<file path="config.mk">
export PLATFORM = sky130hd
export DESIGN_NAME = sorted_key_table_flat
export DESIGN_NICKNAME = d
export VERILOG_FILES = /design/src/rtl/core/skt_pkg.sv /design/src/rtl/core/skt_ifc.sv /design/src/rtl/core/skt_ram.sv /design/src/rtl/core/sorted_key_table.sv /design/src/flat_wrapper.sv
export SDC_FILE = /design/constraint.sdc
export NUM_CORES = 2
export LEC_CHECK = 0
export BUFFER_PORTS_ARGS = -buffer_cell sky130_fd_sc_hd__clkbuf_2
export CORE_MARGIN = 5
export CORE_UTILIZATION = 25
export DETAILED_ROUTE_END_ITERATION = 16
export SETUP_SLACK_MARGIN = 0.02
export SYNTH_ARGS = -nofsm -noshare
export SYNTH_HDL_FRONTEND = slang
export SYNTH_SLANG_ARGS = --single-unit
export TNS_END_PERCENT = 100
</file>
<file path="constraint.sdc">
create_clock -name clock -period 9.1 [get_ports clock]
set_input_delay 1.82 -clock clock [delete_from_list [all_inputs] [get_ports clock]]
set_output_delay 1.82 -clock clock [all_outputs]
set_load 0.01 [all_outputs]
</file>
<file path="src/rtl/core/skt_pkg.sv">
// skt_pkg: constants, command and status codes for the sorted key table.
// No dependencies.
`default_nettype none
package skt_pkg;
   localparam int DEPTH = 64;
   localparam int KEY_WIDTH = 32;
   localparam int IDX_W = $clog2(DEPTH);
   localparam int CNT_W = $clog2(DEPTH + 1);

   localparam logic [2:0] CMD_INSERT     = 3'd0;
   localparam logic [2:0] CMD_REMOVE_KEY = 3'd1;
   localparam logic [2:0] CMD_FIND       = 3'd2;
   localparam logic [2:0] CMD_FIND_NEXT  = 3'd3;
   localparam logic [2:0] CMD_READ_IDX   = 3'd4;
   localparam logic [2:0] CMD_REMOVE_IDX = 3'd5;
   localparam logic [2:0] CMD_CLEAR      = 3'd6;

   localparam logic [2:0] ST_OK      = 3'd0;
   localparam logic [2:0] ST_NOTFND  = 3'd1;
   localparam logic [2:0] ST_DUP     = 3'd2;
   localparam logic [2:0] ST_FULL    = 3'd3;
   localparam logic [2:0] ST_REFUSED = 3'd4;

   localparam logic REG_ALLOW_DUP = 1'b0;
   localparam logic REG_UNSORTED  = 1'b1;
endpackage
`default_nettype wire

</file>
<file path="src/rtl/core/skt_ifc.sv">
// skt_ifc: valid/ready channel interfaces for request, response and csr.
// Depends on nothing.
`default_nettype none
interface skt_req_if;
   logic        valid;
   logic        ready;
   logic [2:0]  cmd;
   logic [31:0] key;
   logic [5:0]  slot_index;
   modport source (output valid, cmd, key, slot_index, input ready);
   modport sink (input valid, cmd, key, slot_index, output ready);
endinterface

interface skt_rsp_if;
   logic        valid;
   logic        ready;
   logic [2:0]  status;
   logic [31:0] key_out;
   logic [6:0]  entries_now;
   modport source (output valid, status, key_out, entries_now, input ready);
   modport sink (input valid, status, key_out, entries_now, output ready);
endinterface

interface skt_csr_if;
   logic        valid;
   logic        ready;
   logic [31:0] index;
   logic [31:0] data;
   modport source (output valid, index, data, input ready);
   modport sink (input valid, index, data, output ready);
endinterface
`default_nettype wire

</file>
<file path="src/rtl/core/skt_ram.sv">
// skt_ram: generic simple dual-port RAM, one write and one registered read a cycle.
// No dependencies.
`default_nettype none
module skt_ram #(
   parameter int WIDTH = 32,
   parameter int DEPTH_W = 64
) (
   input  wire logic                       clock,
   input  wire logic                       we,
   input  wire logic [$clog2(DEPTH_W)-1:0] waddr,
   input  wire logic [WIDTH-1:0]           wdata,
   input  wire logic [$clog2(DEPTH_W)-1:0] raddr,
   output      logic [WIDTH-1:0]           rdata
);
   logic [WIDTH-1:0] mem [DEPTH_W];
   always_ff @(posedge clock) begin
      if (we) mem[waddr] <= wdata;
      rdata <= mem[raddr];
   end
endmodule
`default_nettype wire

</file>
<file path="src/rtl/core/sorted_key_table.sv">
// sorted_key_table: top level, sequencer around one key RAM, a shared key comparator and a sort comparator.
// Depends on skt_pkg, skt_ifc, skt_ram.
//
//   channel | dir | beat contents
//   req     | in  | cmd, key, slot_index
//   rsp     | out | status, key_out, entries_now
//   csr     | in  | index, data (0 allow_duplicates, 1 unsorted_mode)
//
// Each step is one RAM read (with registered data) or one move.
// Binary search: probes, then a check read for an exact match; linear: walks up to count entries.
// Insert (sorted): dup search unless duplicates allowed, check read, position search, then
// entries shifted one at a time (read, then write); unsorted appends. Remove shifts the same way.
// Leaving unsorted mode runs an insertion sort before csr ready returns.
// Reset is synchronous; clears count and modes.
// req is not ready from accept until the response beat is taken, nor while csr is valid.
`default_nettype none
module sorted_key_table
   import skt_pkg::*;
(
   input wire logic clock,
   input wire logic reset,
   skt_req_if.sink  req,
   skt_rsp_if.source rsp,
   skt_csr_if.sink  csr
);
   localparam logic [3:0] S_IDLE  = 4'd0;
   localparam logic [3:0] S_SRCH  = 4'd1;  // issue read at probe
   localparam logic [3:0] S_SCMP  = 4'd2;  // compare read data
   localparam logic [3:0] S_DISP  = 4'd3;  // act on search result
   localparam logic [3:0] S_RDWT  = 4'd4;  // indexed read wait
   localparam logic [3:0] S_SHRD  = 4'd5;  // shift: issue read
   localparam logic [3:0] S_SHWR  = 4'd6;  // shift: write moved entry
   localparam logic [3:0] S_RESP  = 4'd7;
   localparam logic [3:0] S_SORTR = 4'd8;  // sort: read j-1
   localparam logic [3:0] S_SORTC = 4'd9;  // sort: compare/move
   localparam logic [3:0] S_SORTV = 4'd10; // sort: read v at i

   logic [3:0]        state_ff, state_in;
   logic [CNT_W-1:0]  count_ff, count_in;
   logic              dup_ff, dup_in, uns_ff, uns_in;
   logic [2:0]        cmd_ff, cmd_in;
   logic [KEY_WIDTH-1:0] key_ff, key_in;
   logic [CNT_W-1:0]  lo_ff, lo_in, hi_ff, hi_in;   // search bounds / indices
   logic [CNT_W-1:0]  pos_ff, pos_in;               // shift cursor
   logic              strict_ff, strict_in;         // bound type
   logic              phase_ff, phase_in;           // insert: dup check done
   logic [2:0]        st_ff, st_in;
   logic [KEY_WIDTH-1:0] kout_ff, kout_in;
   logic              found_ff, found_in;
   logic [KEY_WIDTH-1:0] v_ff, v_in;                // sort carry key

   logic                 we;
   logic [IDX_W-1:0]     waddr, raddr;
   logic [KEY_WIDTH-1:0] wdata, rdata;

   skt_ram #(.WIDTH(KEY_WIDTH), .DEPTH_W(DEPTH)) u_ram (
      .clock(clock), .we(we), .waddr(waddr), .wdata(wdata),
      .raddr(raddr), .rdata(rdata));

   // shared comparator
   logic              lt_k, eq_k;
   assign lt_k = rdata < key_ff;
   assign eq_k = rdata == key_ff;

   logic [CNT_W-1:0] mid;
   assign mid = lo_ff + ((hi_ff - lo_ff) >> 1);

   logic csr_hit_uns;
   assign csr_hit_uns = csr.valid && csr.ready && (csr.index == 32'(REG_UNSORTED));

   // csr beat wins over a request beat in the same cycle
   assign req.ready = (state_ff == S_IDLE) && !csr.valid;
   assign csr.ready = (state_ff == S_IDLE);
   assign rsp.valid = (state_ff == S_RESP);
   assign rsp.status = st_ff;
   assign rsp.key_out = kout_ff;
   assign rsp.entries_now = 7'(count_ff);

   always_comb begin
      state_in = state_ff; count_in = count_ff; dup_in = dup_ff; uns_in = uns_ff;
      cmd_in = cmd_ff; key_in = key_ff; lo_in = lo_ff; hi_in = hi_ff;
      pos_in = pos_ff; strict_in = strict_ff; phase_in = phase_ff;
      st_in = st_ff; kout_in = kout_ff; found_in = found_ff; v_in = v_ff;
      we = 1'b0; waddr = '0; wdata = key_ff; raddr = IDX_W'(mid);
      unique case (state_ff)
         S_IDLE: begin
            if (csr.valid) begin
               if (csr.index == 32'(REG_ALLOW_DUP)) dup_in = csr.data[0];
               if (csr_hit_uns) begin
                  uns_in = csr.data[0];
                  if (uns_ff && !csr.data[0] && count_ff > 1) begin
                     lo_in = CNT_W'(1);               // i
                     state_in = S_SORTV;
                  end
               end
            end else if (req.valid) begin
               cmd_in = req.cmd; key_in = req.key;
               st_in = ST_OK; kout_in = '0; phase_in = 1'b0; found_in = 1'b0;
               lo_in = '0; hi_in = count_ff; strict_in = 1'b0;
               unique case (req.cmd)
                  CMD_INSERT, CMD_REMOVE_KEY, CMD_FIND: begin
                     if (!(req.cmd == CMD_INSERT && dup_ff)) state_in = S_SRCH;
                     else state_in = S_DISP;
                  end
                  CMD_FIND_NEXT: begin
                     if (uns_ff) begin st_in = ST_REFUSED; state_in = S_RESP; end
                     else begin strict_in = 1'b1; state_in = S_SRCH; end
                  end
                  CMD_READ_IDX, CMD_REMOVE_IDX: begin
                     if (CNT_W'(req.slot_index) < count_ff) begin
                        lo_in = CNT_W'(req.slot_index);
                        found_in = 1'b1;
                        strict_in = 1'b1;   // read not yet issued
                        state_in = S_RDWT;
                     end else begin
                        st_in = ST_REFUSED; state_in = S_RESP;
                     end
                  end
                  CMD_CLEAR: begin count_in = '0; state_in = S_RESP; end
                  default: begin st_in = ST_REFUSED; state_in = S_RESP; end
               endcase
            end
         end
         S_SRCH: begin
            // linear: lo walks; binary: lo/hi bounds
            if (lo_ff >= hi_ff) state_in = S_DISP;
            else begin
               raddr = (uns_ff && !strict_ff) ? IDX_W'(lo_ff) : IDX_W'(mid);
               state_in = S_SCMP;
            end
         end
         S_SCMP: begin
            state_in = S_SRCH;
            if (uns_ff && !strict_ff) begin
               if (eq_k) begin found_in = 1'b1; state_in = S_DISP; end
               else lo_in = lo_ff + 1'b1;
            end else if (strict_ff ? (lt_k || eq_k) : lt_k) lo_in = mid + 1'b1;
            else hi_in = mid;
         end
         S_DISP: begin
            // lo holds position; for sorted exact, verify with a read
            if (!uns_ff && !strict_ff && !found_ff && lo_ff < count_ff) begin
               raddr = IDX_W'(lo_ff);
               strict_in = 1'b1;   // mark check pending
               state_in = S_RDWT;
            end else begin
               state_in = S_RESP;
               if (cmd_ff == CMD_INSERT && !phase_ff) begin
                  if (found_ff && !dup_ff) st_in = ST_DUP;
                  else if (count_ff >= CNT_W'(DEPTH)) st_in = ST_FULL;
                  else if (!uns_ff) begin
                     phase_in = 1'b1; found_in = 1'b0; strict_in = 1'b1;
                     lo_in = '0; hi_in = count_ff; state_in = S_SRCH;
                  end else begin
                     we = 1'b1; waddr = IDX_W'(count_ff);
                     count_in = count_ff + 1'b1;
                  end
               end else if (cmd_ff == CMD_INSERT) begin
                  // open slot at lo: shift down from top
                  pos_in = count_ff; state_in = S_SHRD;
               end else if (cmd_ff == CMD_FIND_NEXT) begin
                  if (lo_ff < count_ff) begin
                     raddr = IDX_W'(lo_ff); found_in = 1'b1;
                     strict_in = 1'b0; state_in = S_RDWT;
                  end else st_in = ST_NOTFND;
               end else if (found_ff) begin
                  raddr = IDX_W'(lo_ff); state_in = S_RDWT;
               end else st_in = ST_NOTFND;
            end
         end
         S_RDWT: begin
            raddr = IDX_W'(lo_ff);
            if (!found_ff) begin
               // sorted exact check
               strict_in = 1'b0;
               found_in = eq_k;
               state_in = S_DISP;
               if (!eq_k) lo_in = count_ff;
            end else if (strict_ff) begin
               state_in = S_RDWT; strict_in = 1'b0; // read issued, wait data
            end else begin
               kout_in = rdata;
               if (cmd_ff == CMD_REMOVE_KEY || cmd_ff == CMD_REMOVE_IDX) begin
                  pos_in = lo_ff; state_in = S_SHRD;
               end else state_in = S_RESP;
            end
         end
         S_SHRD: begin
            if (cmd_ff == CMD_INSERT) begin
               if (pos_ff == lo_ff) begin
                  we = 1'b1; waddr = IDX_W'(lo_ff);
                  count_in = count_ff + 1'b1; state_in = S_RESP;
               end else begin
                  raddr = IDX_W'(pos_ff - 1'b1); state_in = S_SHWR;
               end
            end else begin
               if (pos_ff + 1'b1 >= count_ff) begin
                  count_in = count_ff - 1'b1; state_in = S_RESP;
               end else begin
                  raddr = IDX_W'(pos_ff + 1'b1); state_in = S_SHWR;
               end
            end
         end
         S_SHWR: begin
            we = 1'b1; waddr = IDX_W'(pos_ff); wdata = rdata;
            pos_in = (cmd_ff == CMD_INSERT) ? pos_ff - 1'b1 : pos_ff + 1'b1;
            state_in = S_SHRD;
         end
         S_RESP: begin
            if (rsp.ready) state_in = S_IDLE;
         end
         S_SORTV: begin
            // insertion sort, i in lo, j in hi; read key i
            if (lo_ff >= count_ff) state_in = S_IDLE;
            else begin
               raddr = IDX_W'(lo_ff); hi_in = lo_ff; phase_in = 1'b0;
               state_in = S_SORTR;
            end
         end
         S_SORTR: begin
            if (!phase_ff) begin v_in = rdata; phase_in = 1'b1; end
            if (hi_ff == '0) begin
               we = 1'b1; waddr = '0; wdata = phase_ff ? v_ff : rdata;
               lo_in = lo_ff + 1'b1; state_in = S_SORTV;
            end else begin
               raddr = IDX_W'(hi_ff - 1'b1); state_in = S_SORTC;
            end
         end
         S_SORTC: begin
            if (rdata > v_ff) begin
               we = 1'b1; waddr = IDX_W'(hi_ff); wdata = rdata;
               hi_in = hi_ff - 1'b1; state_in = S_SORTR;
            end else begin
               we = 1'b1; waddr = IDX_W'(hi_ff); wdata = v_ff;
               lo_in = lo_ff + 1'b1; state_in = S_SORTV;
            end
         end
         default: state_in = S_IDLE;
      endcase
   end

   always_ff @(posedge clock) begin
      if (reset) begin
         state_ff <= S_IDLE; count_ff <= '0; dup_ff <= 1'b0; uns_ff <= 1'b0;
      end else begin
         state_ff <= state_in; count_ff <= count_in;
         dup_ff <= dup_in; uns_ff <= uns_in;
      end
      cmd_ff <= cmd_in; key_ff <= key_in; lo_ff <= lo_in; hi_ff <= hi_in;
      pos_ff <= pos_in; strict_ff <= strict_in; phase_ff <= phase_in;
      st_ff <= st_in; kout_ff <= kout_in; found_ff <= found_in; v_ff <= v_in;
   end

   a_count_range: assert property (@(posedge clock) disable iff (reset)
      count_ff <= CNT_W'(DEPTH)) else $error("count above depth");
   a_resp_hold: assert property (@(posedge clock) disable iff (reset)
      rsp.valid && !rsp.ready |=> rsp.valid && $stable(rsp.key_out))
      else $error("response dropped");
   a_count_step: assert property (@(posedge clock) disable iff (reset)
      state_ff != S_IDLE |=> count_ff == $past(count_ff)
         || count_ff == $past(count_ff) + 1'b1 || count_ff == $past(count_ff) - 1'b1)
      else $error("count jumped");
   a_ok_key_zero: assert property (@(posedge clock) disable iff (reset)
      rsp.valid && rsp.status != ST_OK |-> rsp.key_out == '0)
      else $error("key on error");
endmodule
`default_nettype wire

</file>
<file path="src/flat_wrapper.sv">
// flat-port wrapper written by rule: the top's interface ports become plain ports
module sorted_key_table_flat import skt_pkg::*;
  (clock, reset, req_valid, req_cmd, req_key, req_slot_index, req_ready, rsp_valid, rsp_status, rsp_key_out, rsp_entries_now, rsp_ready, csr_valid, csr_index, csr_data, csr_ready);
  skt_req_if req_i ();
  skt_rsp_if rsp_i ();
  skt_csr_if csr_i ();
  input wire logic clock;
  input wire logic reset;
  input wire logic [$bits(req_i.valid)-1:0] req_valid;
  input wire logic [$bits(req_i.cmd)-1:0] req_cmd;
  input wire logic [$bits(req_i.key)-1:0] req_key;
  input wire logic [$bits(req_i.slot_index)-1:0] req_slot_index;
  output wire logic [$bits(req_i.ready)-1:0] req_ready;
  output wire logic [$bits(rsp_i.valid)-1:0] rsp_valid;
  output wire logic [$bits(rsp_i.status)-1:0] rsp_status;
  output wire logic [$bits(rsp_i.key_out)-1:0] rsp_key_out;
  output wire logic [$bits(rsp_i.entries_now)-1:0] rsp_entries_now;
  input wire logic [$bits(rsp_i.ready)-1:0] rsp_ready;
  input wire logic [$bits(csr_i.valid)-1:0] csr_valid;
  input wire logic [$bits(csr_i.index)-1:0] csr_index;
  input wire logic [$bits(csr_i.data)-1:0] csr_data;
  output wire logic [$bits(csr_i.ready)-1:0] csr_ready;
  assign req_i.valid = req_valid;
  assign req_i.cmd = req_cmd;
  assign req_i.key = req_key;
  assign req_i.slot_index = req_slot_index;
  assign req_ready = req_i.ready;
  assign rsp_valid = rsp_i.valid;
  assign rsp_status = rsp_i.status;
  assign rsp_key_out = rsp_i.key_out;
  assign rsp_entries_now = rsp_i.entries_now;
  assign rsp_i.ready = rsp_ready;
  assign csr_i.valid = csr_valid;
  assign csr_i.index = csr_index;
  assign csr_i.data = csr_data;
  assign csr_ready = csr_i.ready;
  sorted_key_table u_core (.clock(clock), .reset(reset), .req(req_i), .rsp(rsp_i), .csr(csr_i));
endmodule
</file>
==> Implementation_results.wiki <==
{| class="wikitable"
! Metric !! Value
|-
| Transition time at the pin with the least slew margin || 1.23 ns
|-
| TritonCTS clock tree || built
|-
| Detailed-route wire length per cell || 23.3 um
|-
| Clk root buf || sky130_fd_sc_hd__clkbuf_16
|-
| Net count after synthesis || 6649
|-
| Worst r2r src || u_core.lo_ff[0]$_DFFE_PP_
|-
| Ordered cell list for the critical path || ha_1 -> inv_1 -> fa_1 -> a21o_1 -> a21oi_1 -> xnor2_1 -> ha_1 -> inv_1 -> o21bai_1 -> a21oi_1 -> xnor2_1 -> o22ai_1 -> nand3_1 -> nor2_4 -> a32oi_1 -> and4b_1
|-
| Yosys synthesis warning count || 0
|-
| Standard cell with the maximum stage delay on the critical path || sky130_fd_sc_hd__nor2_4
|-
| Result of the run || complete, no violations
|-
| Aggregate global-route resource usage || 13.6%
|-
| Placement Cell Area || 0.100 mm^2
|-
| Endpoint of the lowest-slack register-to-register path || u_core.u_ram.rdata[7]$_DFF_P_
|-
| Fraction of the yosys area taken by sequential cells || 71.5%
|-
| CTS Buf Count || 222
|-
| Hold WC Path Type || reg -> reg
|-
| Post-synthesis cell area || 0.0926 mm^2
|-
| Iteration-0 DRC Markers || 7376
|-
| Die Outline Area || 0.383 mm^2
|-
| Worst-path fanout max || 28
|-
| Peak Freq || 155 MHz
|-
| Critical Path Sink || u_core.u_ram.rdata[7]$_DFF_P_
|-
| Clk Latency, worst-skew pair || 0.89 ns
|-
| Buf+Inv Stages, Crit Path || 2
|-
| RSZ-0062 raised after global routing || no
|-
| Clock transition at the registers of the reported paths || 0.06 ns
|-
| Worst Hold Path Cells || 2
|-
| Kind of launch point of the worst setup path || flip-flop
|-
| Worst Setup SP || u_core.lo_ff[0]$_DFFE_PP_
|-
| Buffers inserted during post-CTS setup optimization || 0
|-
| Number of detailed-route iterations in the first pass || 8
|-
| Share of synthesized area spent on multiplexers || 5.37%
|-
| Depth of the most critical reg-to-reg path || 16
|-
| Final standard cell area without fillers || 0.107 mm^2
|-
| Part of the cycle the worst path needs || 71.0%
|-
| Number of levels the H-tree was split into || 4
|-
| Largest net degree at the start of global routing || 166
|-
| Post-DP HPWL || 156 mm
|-
| Compound-gate portion of the synthesized area || 9.83%
|-
| NumNets Final || 6746
|-
| Sinks on Clock Net || 2219
|-
| Number of vias after detailed routing || 58794
|-
| Synthesized-area fraction occupied by and/or/nand/nor cells || 8.74%
|-
| Remaining number of nets flagged by the antenna check after routing || 0
|-
| Main combinational cell family by area after synthesis || compound AO/OA/AOI/OAI gates
|-
| Worst setup slack for register-to-register paths || 2.64 ns
|-
| WP depth || 16
|-
| Cts-stage hold buffer count || 0
|-
| Total setup violations reported at the end of the flow || 0
|-
| Cell types occupying the most area after synthesis || sky130_fd_sc_hd__edfxtp_1, sky130_fd_sc_hd__mux4_2, sky130_fd_sc_hd__nand2_1, sky130_fd_sc_hd__a21oi_1, sky130_fd_sc_hd__a22oi_1
|-
| Final hold vios || 0
|-
| Sort of element at the end of the critical path || flip-flop
|-
| Via count of the first global-routing pass || 56910
|-
| Max Transition Viols Final || 0
|-
| Synth cell types || 84
|-
| Port Buf Inserts || 123
|-
| Mean post-synth cell area || 14.4 um^2
|-
| Routability congestion estimate from global placement || 0.853
|-
| Post-synthesis share of cell area spent on full adders, half adders and majority gates || 1.46%
|-
| Area taken by flip-flops and latches || 0.0662 mm^2
|-
| Cell type with the highest aggregate area in the netlist || sky130_fd_sc_hd__edfxtp_1
|-
| Clock Skew || 0.0877 ns
|-
| DRC violations left || 0
|-
| Sum of routed wire length over all layers || 272 mm
|-
| Core box area || 0.369 mm^2
|-
| IO Pins || 155
|-
| Worst-case headroom to the max-slew limit || 18.0%
|-
| Max Root-Sink Buffers || 3
|-
| Number of enable-type register cells in the synthesized netlist || 2174
|-
| First-pass GRT wire length || 393 mm
|-
| Layout cells sized above 1 || 13.9%
|-
| Synth async-reset ratio || 0%
|-
| Number of antenna violations at the first check in global routing || 24
|-
| Final critical delay including setup and external delays || 6.46 ns
|-
| Worst Path Class, Setup || reg -> reg
|-
| Final core utilization || 29.1%
|-
| Number of instances resized during post-cts repair || 0
|-
| Min-Delay Startpoint || u_core.dup_ff$_SDFFE_PP0P_
|-
| Crit path largest cell delay || 0.97 ns
|-
| Main flop type after synthesis || sky130_fd_sc_hd__edfxtp_1
|-
| Number of cells produced by synthesis || 6432
|-
| Max Cap Viol || 0
|-
| Total of fill cells in the finished design || 36563
|-
| Number of non-filler instances in the completed layout || 11677
|-
| Starting utilization of the core area || 25.1%
|-
| Crit path DAT || 7.23 ns
|-
| Critical path's top delay family || compound AO/OA/AOI/OAI gates
|-
| Post-synthesis xor/xnor area fraction || 0.435%
|-
| Post-synthesis sequential element count || 2219
|-
| Number of placement rows || 223
|-
| Total placed cells including tap cells || 11255
|-
| Setup TNS || 0 ns
|-
| Gr ovfl total || 0
|-
| Height of the die || 619 um
|-
| Die span in x || 619 um
|-
| Area Growth Syn to Fin || 16.1%
|-
| Proportion of netlist area held by the largest area contributor || 70.5%
|-
| Required time at the endpoint of the critical path || 9.87 ns
|-
| DR vias/cell || 5.04
|-
| Combined area of the multi-input logic cells || 0.0252 mm^2
|}
[worst reg2reg max path, cell delays in order, from the launching register on]
cell	delay, ns
sky130_fd_sc_hd__edfxtp_1	0.77
sky130_fd_sc_hd__ha_1	0.31
sky130_fd_sc_hd__inv_1	0.06
sky130_fd_sc_hd__fa_1	0.41
sky130_fd_sc_hd__a21o_1	0.20
sky130_fd_sc_hd__a21oi_1	0.25
sky130_fd_sc_hd__xnor2_1	0.17
sky130_fd_sc_hd__ha_1	0.27
sky130_fd_sc_hd__inv_1	0.09
sky130_fd_sc_hd__o21bai_1	0.08
sky130_fd_sc_hd__a21oi_1	0.19
sky130_fd_sc_hd__xnor2_1	0.20
sky130_fd_sc_hd__o22ai_1	0.83
sky130_fd_sc_hd__nand3_1	0.66
sky130_fd_sc_hd__nor2_4	0.97
sky130_fd_sc_hd__a32oi_1	0.58
sky130_fd_sc_hd__and4b_1	0.40
[metrics by stage]
stage	hold WS, ns	setup slack (ns)
final	0.554	2.64
after global routing	0.581	2.39
after CTS	0.550	2.61
after detailed placement	0.533	2.59
after global placement	0.527	2.81
after floorplan	0.484	1.30
[per-layer routing]
metal	routed length, um	track usage, %	vias up
met1	110000	18.2	30185
met2	127000	22.0	2900
met5	61	0	-
met4	10200	5.14	8
li1	-	-	25184
met3	23800	2.49	517
[kinds of logic after synthesis]
family | count (synthesis)
flip-flops | 2219
AND/OR/NAND/NOR | 1800
AO/OA/AOI/OAI | 1411
buffers and inverters | 563
multiplexers | 286
adder cells (fa/ha/maj) | 107
XOR/XNOR | 46
[cells in the final DEF, fill, tap and decap left out, types with 37 or more instances in the layout]
cell,count
sky130_fd_sc_hd__o22ai_1,87
sky130_fd_sc_hd__dfxtp_1,45
sky130_fd_sc_hd__o21ai_0,182
sky130_fd_sc_hd__inv_1,133
sky130_fd_sc_hd__clkbuf_16,223
sky130_fd_sc_hd__clkinv_1,61
sky130_fd_sc_hd__mux4_2,168
sky130_fd_sc_hd__clkbuf_1,43
sky130_fd_sc_hd__clkbuf_2,123
sky130_fd_sc_hd__buf_4,161
sky130_fd_sc_hd__a211oi_1,51
sky130_fd_sc_hd__o21a_1,39
sky130_fd_sc_hd__nor2_1,133
sky130_fd_sc_hd__a21o_1,37
sky130_fd_sc_hd__nand3_1,334
sky130_fd_sc_hd__a22oi_1,247
sky130_fd_sc_hd__nor2_4,71
sky130_fd_sc_hd__ha_1,105
sky130_fd_sc_hd__a21oi_1,471
sky130_fd_sc_hd__nand4_1,86
sky130_fd_sc_hd__and3_1,72
sky130_fd_sc_hd__nand2_1,932
sky130_fd_sc_hd__mux2i_1,116
sky130_fd_sc_hd__edfxtp_1,2174
[state kept, by name, summed over array words and instances, names as in the netlist, 3 cells and up]
signal                  cells
u_core.u_ram.mem         2048
u_core.pos_ff               7
u_core.lo_ff                7
u_core.rsp.status           3
u_core.u_ram.rdata         32
u_core.state_ff             4
u_core.key_ff              32
u_core.hi_ff                7
u_core.cmd_ff               3
u_core.v_ff                32
u_core.rsp.key_out         32
u_core.rsp.entries_now      7
[synth_stat cells (38+ instances only)]
cell                       count
sky130_fd_sc_hd__nand4_1      86
sky130_fd_sc_hd__o21a_1       39
sky130_fd_sc_hd__ha_1        105
sky130_fd_sc_hd__clkbuf_1    251
sky130_fd_sc_hd__mux2i_1     116
sky130_fd_sc_hd__edfxtp_1   2174
sky130_fd_sc_hd__a22oi_1     248
sky130_fd_sc_hd__nor2_1      209
sky130_fd_sc_hd__and3_1       73
sky130_fd_sc_hd__o22ai_1      87
sky130_fd_sc_hd__a211oi_1     51
sky130_fd_sc_hd__mux4_2      168
sky130_fd_sc_hd__nand2_1     934
sky130_fd_sc_hd__buf_2        99
sky130_fd_sc_hd__nand3_1     340
sky130_fd_sc_hd__a21oi_1     471
sky130_fd_sc_hd__inv_1       133
sky130_fd_sc_hd__nor3_1       38
sky130_fd_sc_hd__a32oi_1      63
sky130_fd_sc_hd__dfxtp_1      45
sky130_fd_sc_hd__o21ai_0     183
[final cells by class]
type                            count  share of cell area (%)
Antenna cell                       11                  0.0256
Clock buffer                      277                    5.48
Clock inverter                    134                    1.22
Inverter                          133                   0.465
Multi-Input combinational cell   3650                    23.4
Sequential cell                  2219                    61.6
Tap cell                         4950                    5.76
Timing Repair Buffer              303                    2.05
[how the worst min path moves through the flow]
stage               slack [ns]                    endpoint
finish                    0.55  u_core.dup_ff$_SDFFE_PP0P_
floorplan                 0.48  u_core.dup_ff$_SDFFE_PP0P_
global route              0.58  u_core.dup_ff$_SDFFE_PP0P_
CTS                       0.55  u_core.dup_ff$_SDFFE_PP0P_
detailed placement        0.53  u_core.dup_ff$_SDFFE_PP0P_
global placement          0.53  u_core.dup_ff$_SDFFE_PP0P_
Power is not shown: default switching activity piles up to over one toggle a cycle in this logic, so the estimate is an artifact.
